--- src/hdl/rmm_pkg.sv ---
// types and constants shared by the piecewise rate mass map
`default_nettype none
package rmm_pkg;
	localparam int POS_W   = 32;
	localparam int RATE_W  = 16;
	localparam int MASS_W  = 48;
	localparam int SUM_W   = 49;
	localparam int IDX_W   = 11;
	localparam int MODE_W  = 3;
	localparam int ST_W    = 3;
	localparam int DIV_STEPS = 49;
	localparam int DCNT_W  = 6;

	localparam logic [MODE_W-1:0] MODE_CLEAR  = 3'd0;
	localparam logic [MODE_W-1:0] MODE_APPEND = 3'd1;
	localparam logic [MODE_W-1:0] MODE_INDEX  = 3'd2;
	localparam logic [MODE_W-1:0] MODE_P2M    = 3'd3;
	localparam logic [MODE_W-1:0] MODE_M2P    = 3'd4;
	localparam logic [MODE_W-1:0] MODE_SHIFT  = 3'd5;

	localparam logic [ST_W-1:0] ST_OK       = 3'd0;
	localparam logic [ST_W-1:0] ST_UNSORTED = 3'd1;
	localparam logic [ST_W-1:0] ST_FULL     = 3'd2;
	localparam logic [ST_W-1:0] ST_EMPTY    = 3'd3;
	localparam logic [ST_W-1:0] ST_SAT      = 3'd4;

	localparam logic [1:0] RS_LO  = 2'd0;
	localparam logic [1:0] RS_MID = 2'd1;
	localparam logic [1:0] RS_CNT = 2'd2;

	typedef struct packed {
		logic            load;
		logic            clr_count;
		logic [1:0]      rsel;
		logic            init_b;
		logic            init_m;
		logic            cmp_b;
		logic            cmp_m;
		logic            mul;
		logic            mul_app;
		logic            app_wr;
		logic            p2m_fin;
		logic            set_m_mass;
		logic            set_m_sum;
		logic            idx_lo;
		logic            idx_cnt;
		logic            idx_zero;
		logic            st_we;
		logic [ST_W-1:0] st_code;
		logic            po_sat;
		logic            div_init;
		logic            div_step;
		logic            div_fin;
	} cmd_t;

	typedef struct packed {
		logic full;
		logic n_zero;
		logic lo_lt_hi;
		logic m_zero;
		logic r_zero;
		logic unsorted;
		logic div_last;
	} sts_t;
endpackage
`default_nettype wire

--- src/hdl/rmm_ctrl.sv ---
// controller state machine sequencing loads, searches and division
`default_nettype none
module rmm_ctrl (
	input  wire logic                      clk,
	input  wire logic                      arst_n,
	input  wire logic                      start,
	input  wire logic [rmm_pkg::MODE_W-1:0] mode,
	output logic                           busy,
	output logic                           done,
	output rmm_pkg::cmd_t                  cmd,
	input  wire rmm_pkg::sts_t             sts
);
	import rmm_pkg::*;

	localparam logic [3:0] S_IDLE     = 4'd0;
	localparam logic [3:0] S_DISP     = 4'd1;
	localparam logic [3:0] S_A_RD     = 4'd2;
	localparam logic [3:0] S_A_CHK    = 4'd3;
	localparam logic [3:0] S_A_WR     = 4'd4;
	localparam logic [3:0] S_A_FIN    = 4'd5;
	localparam logic [3:0] S_SB_PROBE = 4'd6;
	localparam logic [3:0] S_SB_CMP   = 4'd7;
	localparam logic [3:0] S_SB_END   = 4'd8;
	localparam logic [3:0] S_P_ADD    = 4'd9;
	localparam logic [3:0] S_SUM      = 4'd10;
	localparam logic [3:0] S_M_CHK    = 4'd11;
	localparam logic [3:0] S_MB_PROBE = 4'd12;
	localparam logic [3:0] S_MB_CMP   = 4'd13;
	localparam logic [3:0] S_MB_END   = 4'd14;
	localparam logic [3:0] S_DIV      = 4'd15;

	logic [3:0]        state_q, state_d;
	logic [MODE_W-1:0] mode_q;
	logic              done_q, done_d;

	always_ff @(posedge clk or negedge arst_n) begin
		if (!arst_n) begin
			state_q <= S_IDLE;
			done_q  <= 1'b0;
			mode_q  <= MODE_CLEAR;
		end else begin
			state_q <= state_d;
			done_q  <= done_d;
			if (state_q == S_IDLE && start && !done_q) begin
				mode_q <= mode;
			end
		end
	end

	// done_q marks the result cycle; the block leaves it back to idle
	assign busy = (state_q != S_IDLE) || done_q;
	assign done = done_q;

	always_comb begin
		cmd     = '0;
		cmd.rsel = RS_LO;
		state_d = state_q;
		done_d  = 1'b0;
		case (state_q)
			S_IDLE: begin
				if (start && !done_q) begin
					cmd.load = 1'b1;
					state_d  = S_DISP;
				end
			end
			S_DISP: begin
				case (mode_q)
					MODE_CLEAR: begin
						cmd.clr_count = 1'b1;
						done_d = 1'b1;
						state_d = S_IDLE;
					end
					MODE_APPEND: begin
						if (sts.full) begin
							cmd.st_we   = 1'b1;
							cmd.st_code = ST_FULL;
							cmd.idx_cnt = 1'b1;
							done_d  = 1'b1;
							state_d = S_IDLE;
						end else begin
							cmd.rsel = RS_CNT;
							state_d  = S_A_RD;
						end
					end
					MODE_INDEX, MODE_P2M, MODE_SHIFT: begin
						if (sts.n_zero) begin
							cmd.st_we   = 1'b1;
							cmd.st_code = ST_EMPTY;
							done_d  = 1'b1;
							state_d = S_IDLE;
						end else begin
							cmd.init_b = 1'b1;
							state_d = S_SB_PROBE;
						end
					end
					MODE_M2P: begin
						if (sts.n_zero) begin
							cmd.st_we   = 1'b1;
							cmd.st_code = ST_EMPTY;
							done_d  = 1'b1;
							state_d = S_IDLE;
						end else begin
							cmd.set_m_mass = 1'b1;
							state_d = S_M_CHK;
						end
					end
					default: begin
						done_d  = 1'b1;
						state_d = S_IDLE;
					end
				endcase
			end
			S_A_RD: begin
				cmd.rsel = RS_CNT;
				state_d  = S_A_CHK;
			end
			S_A_CHK: begin
				cmd.rsel = RS_CNT;
				if (sts.unsorted) begin
					cmd.st_we   = 1'b1;
					cmd.st_code = ST_UNSORTED;
					cmd.idx_cnt = 1'b1;
					done_d  = 1'b1;
					state_d = S_IDLE;
				end else begin
					cmd.mul     = 1'b1;
					cmd.mul_app = 1'b1;
					state_d = S_A_WR;
				end
			end
			S_A_WR: begin
				cmd.rsel   = RS_CNT;
				cmd.app_wr = 1'b1;
				state_d    = S_A_FIN;
			end
			S_A_FIN: begin
				cmd.idx_cnt = 1'b1;
				done_d  = 1'b1;
				state_d = S_IDLE;
			end
			S_SB_PROBE: begin
				if (sts.lo_lt_hi) begin
					cmd.rsel = RS_MID;
					state_d  = S_SB_CMP;
				end else begin
					state_d = S_SB_END;
				end
			end
			S_SB_CMP: begin
				cmd.cmp_b = 1'b1;
				state_d   = S_SB_PROBE;
			end
			S_SB_END: begin
				if (mode_q == MODE_INDEX) begin
					cmd.idx_lo = 1'b1;
					done_d  = 1'b1;
					state_d = S_IDLE;
				end else begin
					cmd.mul = 1'b1;
					state_d = S_P_ADD;
				end
			end
			S_P_ADD: begin
				cmd.p2m_fin = 1'b1;
				cmd.idx_lo  = 1'b1;
				if (mode_q == MODE_SHIFT) begin
					state_d = S_SUM;
				end else begin
					done_d  = 1'b1;
					state_d = S_IDLE;
				end
			end
			S_SUM: begin
				cmd.set_m_sum = 1'b1;
				state_d = S_M_CHK;
			end
			S_M_CHK: begin
				if (sts.m_zero) begin
					cmd.idx_zero = 1'b1;
					done_d  = 1'b1;
					state_d = S_IDLE;
				end else begin
					cmd.init_m = 1'b1;
					state_d = S_MB_PROBE;
				end
			end
			S_MB_PROBE: begin
				if (sts.lo_lt_hi) begin
					cmd.rsel = RS_MID;
					state_d  = S_MB_CMP;
				end else begin
					state_d = S_MB_END;
				end
			end
			S_MB_CMP: begin
				cmd.cmp_m = 1'b1;
				state_d   = S_MB_PROBE;
			end
			S_MB_END: begin
				cmd.idx_lo = 1'b1;
				if (sts.r_zero) begin
					cmd.po_sat = 1'b1;
					done_d  = 1'b1;
					state_d = S_IDLE;
				end else begin
					cmd.div_init = 1'b1;
					state_d = S_DIV;
				end
			end
			S_DIV: begin
				cmd.div_step = 1'b1;
				if (sts.div_last) begin
					cmd.div_fin = 1'b0;
					state_d = S_IDLE;
					done_d  = 1'b0;
					state_d = S_A_FIN;
				end
			end
			default: begin
				state_d = S_IDLE;
			end
		endcase
		// division tail: finish into the result registers from the quotient
		if (state_q == S_A_FIN && mode_q != MODE_APPEND) begin
			cmd.idx_cnt = 1'b0;
			cmd.div_fin = 1'b1;
		end
	end
endmodule
`default_nettype wire

--- config.mk ---
export PLATFORM = sky130hd
export DESIGN_NAME = rmm_ctrl
export DESIGN_NICKNAME = d
export VERILOG_FILES = /design/src/hdl/rmm_pkg.sv /design/src/hdl/rmm_ctrl.sv
export SDC_FILE = /design/constraint.sdc
export NUM_CORES = 1
export LEC_CHECK = 0
export BUFFER_PORTS_ARGS = -buffer_cell sky130_fd_sc_hd__buf_2
export CAP_MARGIN = 20
export CORE_ASPECT_RATIO = 1.25
export CORE_MARGIN = 5
export CORE_UTILIZATION = 48
export DETAILED_ROUTE_END_ITERATION = 7
export HOLD_SLACK_MARGIN = 0.08
export PLACE_DENSITY_LB_ADDON = 0.05
export SYNTH_ARGS = -nofsm -noshare
export SYNTH_HDL_FRONTEND = slang
export SYNTH_SLANG_ARGS = --single-unit
--- constraint.sdc ---
create_clock -name clk -period 2.1 [get_ports clk]
set_input_delay 0.21 -clock clk [delete_from_list [all_inputs] [get_ports clk]]
set_output_delay 0.21 -clock clk [all_outputs]
set_load 0.02 [all_outputs]
### Yosys cells after proc, flatten, opt, wreduce, memory -nomap -nowiden

Cells that the tools add are included.

* flip-flop bits (word level): 8
* output and inout bits: 27
* word-level logic and storage cells: 102
* input bits: 13

* equal/unequal tests: 23
* multiplexer cells: 61
* reduce and logical (&&, ||, !) cells: 15

Operators with widths (count)
* one-hot mux 4 bit (16 select lines): 1
* two-way mux 4 bit: 11
* equality test 4 bit (second input constant): 8
* two-way mux 1 bit: 31
* equality test 4 x 3 -> 1 bit (second input constant): 4
* one-hot mux 4 bit (2 select lines): 2
* two-way mux 2 bit: 7
* one-hot mux 4 bit (3 select lines): 1
* equality test 4 x 2 -> 1 bit (second input constant): 2
* one-hot mux 1 bit (7 select lines): 1
* equality test 3 x 2 -> 1 bit (second input constant): 2
* equality test 3 bit (second input constant): 2
* two-way mux 3 bit: 2
* one-hot mux 1 bit (2 select lines): 3
* one-hot mux 2 bit (3 select lines): 1
* OR reduction 3 bit: 2
* equality test 4 x 1 -> 1 bit (second input constant): 1
* logical AND 1 bit: 4
* logical NOT 4 bit: 1
* nonzero test 4 bit: 1
* OR reduction 2 bit: 2
* OR reduction 4 bit: 1
* equality test 3 x 1 -> 1 bit (second input constant): 1
* logical NOT 3 bit: 1
* 7 further kinds: 7

### Longest topological paths before layout

* depth after elaboration: 4
* mapped depth: 6
* gate-level depth less buffers: 4

### Least setup slack after synthesis

No wires, ideal clock.

* path type: flip-flop to output port
* start: register state_q[3]
* end: output port cmd[16] in the netlist's numbering
* cell stages (with the launch flop): 5
* arrival time: 1.808 ns
* path slack: 0.082 ns
* buffers on the path: 2
* data required time: 1.890 ns
* cell sequence: dfrtp_1 > buf_2 > buf_1 > nor4_1 > a41o_1

RTL lines
* start: declaration: RTL line rmm_ctrl.sv:32 `logic [3:0] state_q, state_d;`
* start signal: assignment: RTL line rmm_ctrl.sv:42 `state_q <= state_d;`
* end: declaration: RTL line rmm_ctrl.sv:10 `output rmm_pkg::cmd_t cmd,`

==> metrics.cfg <==
[yosys]
synth-seq-area-share=0.203
synth_cell_types=46
netlist_area_um2=986
yosys.area.top_type=dfrtp_1
ys_async_sr_fraction=1.00
syn_area_per_cell_um2=7.36
syn-num-nets=147
yosysTopAreaCellShare=0.203
synth_area_leaders=dfrtp_1 (20%), nand2b_1 (5.7%), nor3_1 (5.6%), mux2_2 (4.6%), nand2_1 (4.2%)
syn-instance-count=134
yosysWarnings=0
ys_ff_latch=8
synth-edff-count=0
ys.flop_type=dfrtp_1

[critical_path]
cpPeakStageDelay_ns=0.53
timing.rr.start=state_q[0]$_DFFE_PN0P_
cp-startpoint=mode_q[2]$_DFFE_PN0P_
crit_required_ns=1.89
crit_chain=or3b_2 > a21oi_1 > mux2i_1 > nor2b_1 > buf_2
worstPathArrival_ns=1.76
reg2reg_depth=4
reg2reg_to=mode_q[2]$_DFFE_PN0P_
path_max_fanout=6
path_buf_inv=1
worst_setup_path_start_kind=flip-flop
r2r_slack_ns=0.47
cp_top_family=simple AND/OR/NAND/NOR gates
cp-end-kind=output port
crit_type=reg2out
crit_slowest_cell=or3b_2
worstSetupEndpoint=cmd[10]
cp_num_cells=5

[pwr]
p_sw_mw=0.820
cellPowerDensity_mw_per_mm2=1280
fin_total_pwr_mw=1.55
leakage_nw=0.615
combPwrFrac=0.731
switching_share=0.529
ir_drop_uv=878
p_int_mw=0.731
p_seq_frac=0.196
pwr-share-clk=0.072

[global_route]
grt_pass1_vias=1005
grt_max_degree=23
overflow=0
grt_pass1_wl_um=4670
grt_use_total=0.190
antenna_found_initial=0

[cells_and_area]
register_area_um2=201
drive_gt1_frac=0.343
fillers=200
multi_input_area_um2=683
antenna_cells=0
area_growth_syn_to_layout_pct=22.8
nets=184

[run]
max_cap_violations=0

[status]
status=completed

[timing]
slew_violations=0
rsz0062_at_grt=false
worst_clock_skew_ns=0.00210
setup_tns_ns=0
setup_violations=0
min_period_ns=1.97
fin_crit_sh=0.938
max_freq_mhz=508
finalHoldViolations=0

[clock_tree]
clkTransAtPathRegs_ns=0.05
ctsRootBufferMaster=clkbuf_4
cts-htree-levels=1
cts_sinks=8
cts_buffer_depth=2
clk_latency_ns=0.25
numCtsBuffers=3
cts_tree=yes
postCtsSetupRepairBufs=0

[floorplan]
rows=18
start_util=0.503
die_w_um=50.5
die_y_um=60.7
core_mm2=0.00196
die_area_mm2=0.00307
ioPinCount=40

[place]
dp_hpwl_um=2200
gp_congestion=0.852
io_buffers=38

[worst_hold_path]
hp-class=in2reg
min_delay_path_depth=2
hp-start=mode[1]

[routing]
drt_pass1_iterations=4
first_iter_violations=23
vias_per_cell=5.84
post_drt_wl_per_cell_um=15.1
drtAntennaViolNets=0
drc=0
routed_wl_um=2860
num_vias=1104

## worst min path at each step
| stage | slack, ns | endpoint |
|---|---|---|
| final | 0.20 | mode_q[1]$_DFFE_PN0P_ |
| after global routing | 0.19 | mode_q[1]$_DFFE_PN0P_ |
| after CTS | 0.19 | mode_q[1]$_DFFE_PN0P_ |
| after detailed placement | 0.06 | mode_q[2]$_DFFE_PN0P_ |
| after global placement | 0.06 | done$_DFF_PN0_ |
| after floorplan | -0.09 | done$_DFF_PN0_ |
## placed cells by master, fill, tap and decap left out, drive strengths merged, types with 2 or more instances in the layout
master,n
xor2,2
nand3,4
nand2,11
nor2,10
dfrtp,8
o22ai,2
and2,2
nand2b,9
a2bb2oi,2
inv,9
a21oi,5
buf,44
nor4,6
nand3b,2
nor2b,3
clkbuf,3
o21ai,6
mux2,4
a31oi,3
nor3,11
mux2i,2
## what timing repair did
item / CTS / global route
pin swaps: 0 / 0
hold buffers: 1 / 0
hold endpoints to repair: 8 / 0
setup endpoints to repair: 2 / 5
resized for setup: 1 / 2
## through the flow
| stage | instances | setup WS [ns] | hold slack (ns) | utilization | cell area [µm²] |
|---|---|---|---|---|---|
| 2_1_floorplan | 134 | 0.0819 | -0.0856 | - | 986 |
| 3_3_place_gp | 185 | 0.297 | 0.0569 | 0.596 | 1170 |
| 3_5_place_dp | 185 | 0.270 | 0.0581 | 0.596 | 1170 |
| 4_1_cts | 189 | 0.0135 | 0.190 | 0.615 | 1200 |
| 5_1_grt | 189 | 0.0242 | 0.187 | 0.618 | 1210 |
| 6_report | 189 | 0.131 | 0.200 | 0.618 | 1210 |
## area by class of cell
cell class | instances | share of cell area
multi-input cells | 104 | 0.564
well taps | 20 | 0.0207
clock buffers | 3 | 0.0186
flip-flops and latches | 8 | 0.166
inverters | 9 | 0.0279
repair buffers | 45 | 0.202
## power by group through the flow
stage | combinational (mW) | clock (mW) | sequential [mW]
3_3_place_gp | 1.10 | 0 | 0.296
2_1_floorplan | 0.897 | 0 | 0.277
5_1_grt | 1.24 | 0.132 | 0.317
6_report | 1.13 | 0.112 | 0.305
3_5_place_dp | 1.11 | 0 | 0.297
4_1_cts | 1.13 | 0.119 | 0.297
## kinds of logic (layout without fill, tap and decap cells)
logic type,after synthesis,count (layout),synth area share
multiplexers,6,6,0.0660
AO/OA/AOI/OAI,30,30,0.221
flip-flops,8,8,0.203
AND/OR/NAND/NOR,65,65,0.376
other,1,1,0.00380
buffers and inverters,22,57,0.113
XOR/XNOR,2,2,0.0178
## routing by layer
metal,vias to the layer above,share of wire,GRT usage
li1,552,-,-
met3,0,0.063,0.0344
met5,-,0,0
met2,41,0.50,0.340
met4,0,0,0.0365
met1,511,0.43,0.239
## state kept, by name, summed over array words and instances (netlist names)
name and flops:
state_q 4, mode_q 3, done 1
## synth_stat cells, types with 4 or more instances
cell,instances
nor4_1,4
nand2_1,11
dfrtp_1,8
buf_2,5
nor3_1,11
nand2b_1,9
nor2_1,10
a21oi_1,5
o21ai_0,6
mux2_2,4
inv_1,9
nand3_1,4
Note: power is estimated with default switching activity, not from simulation.
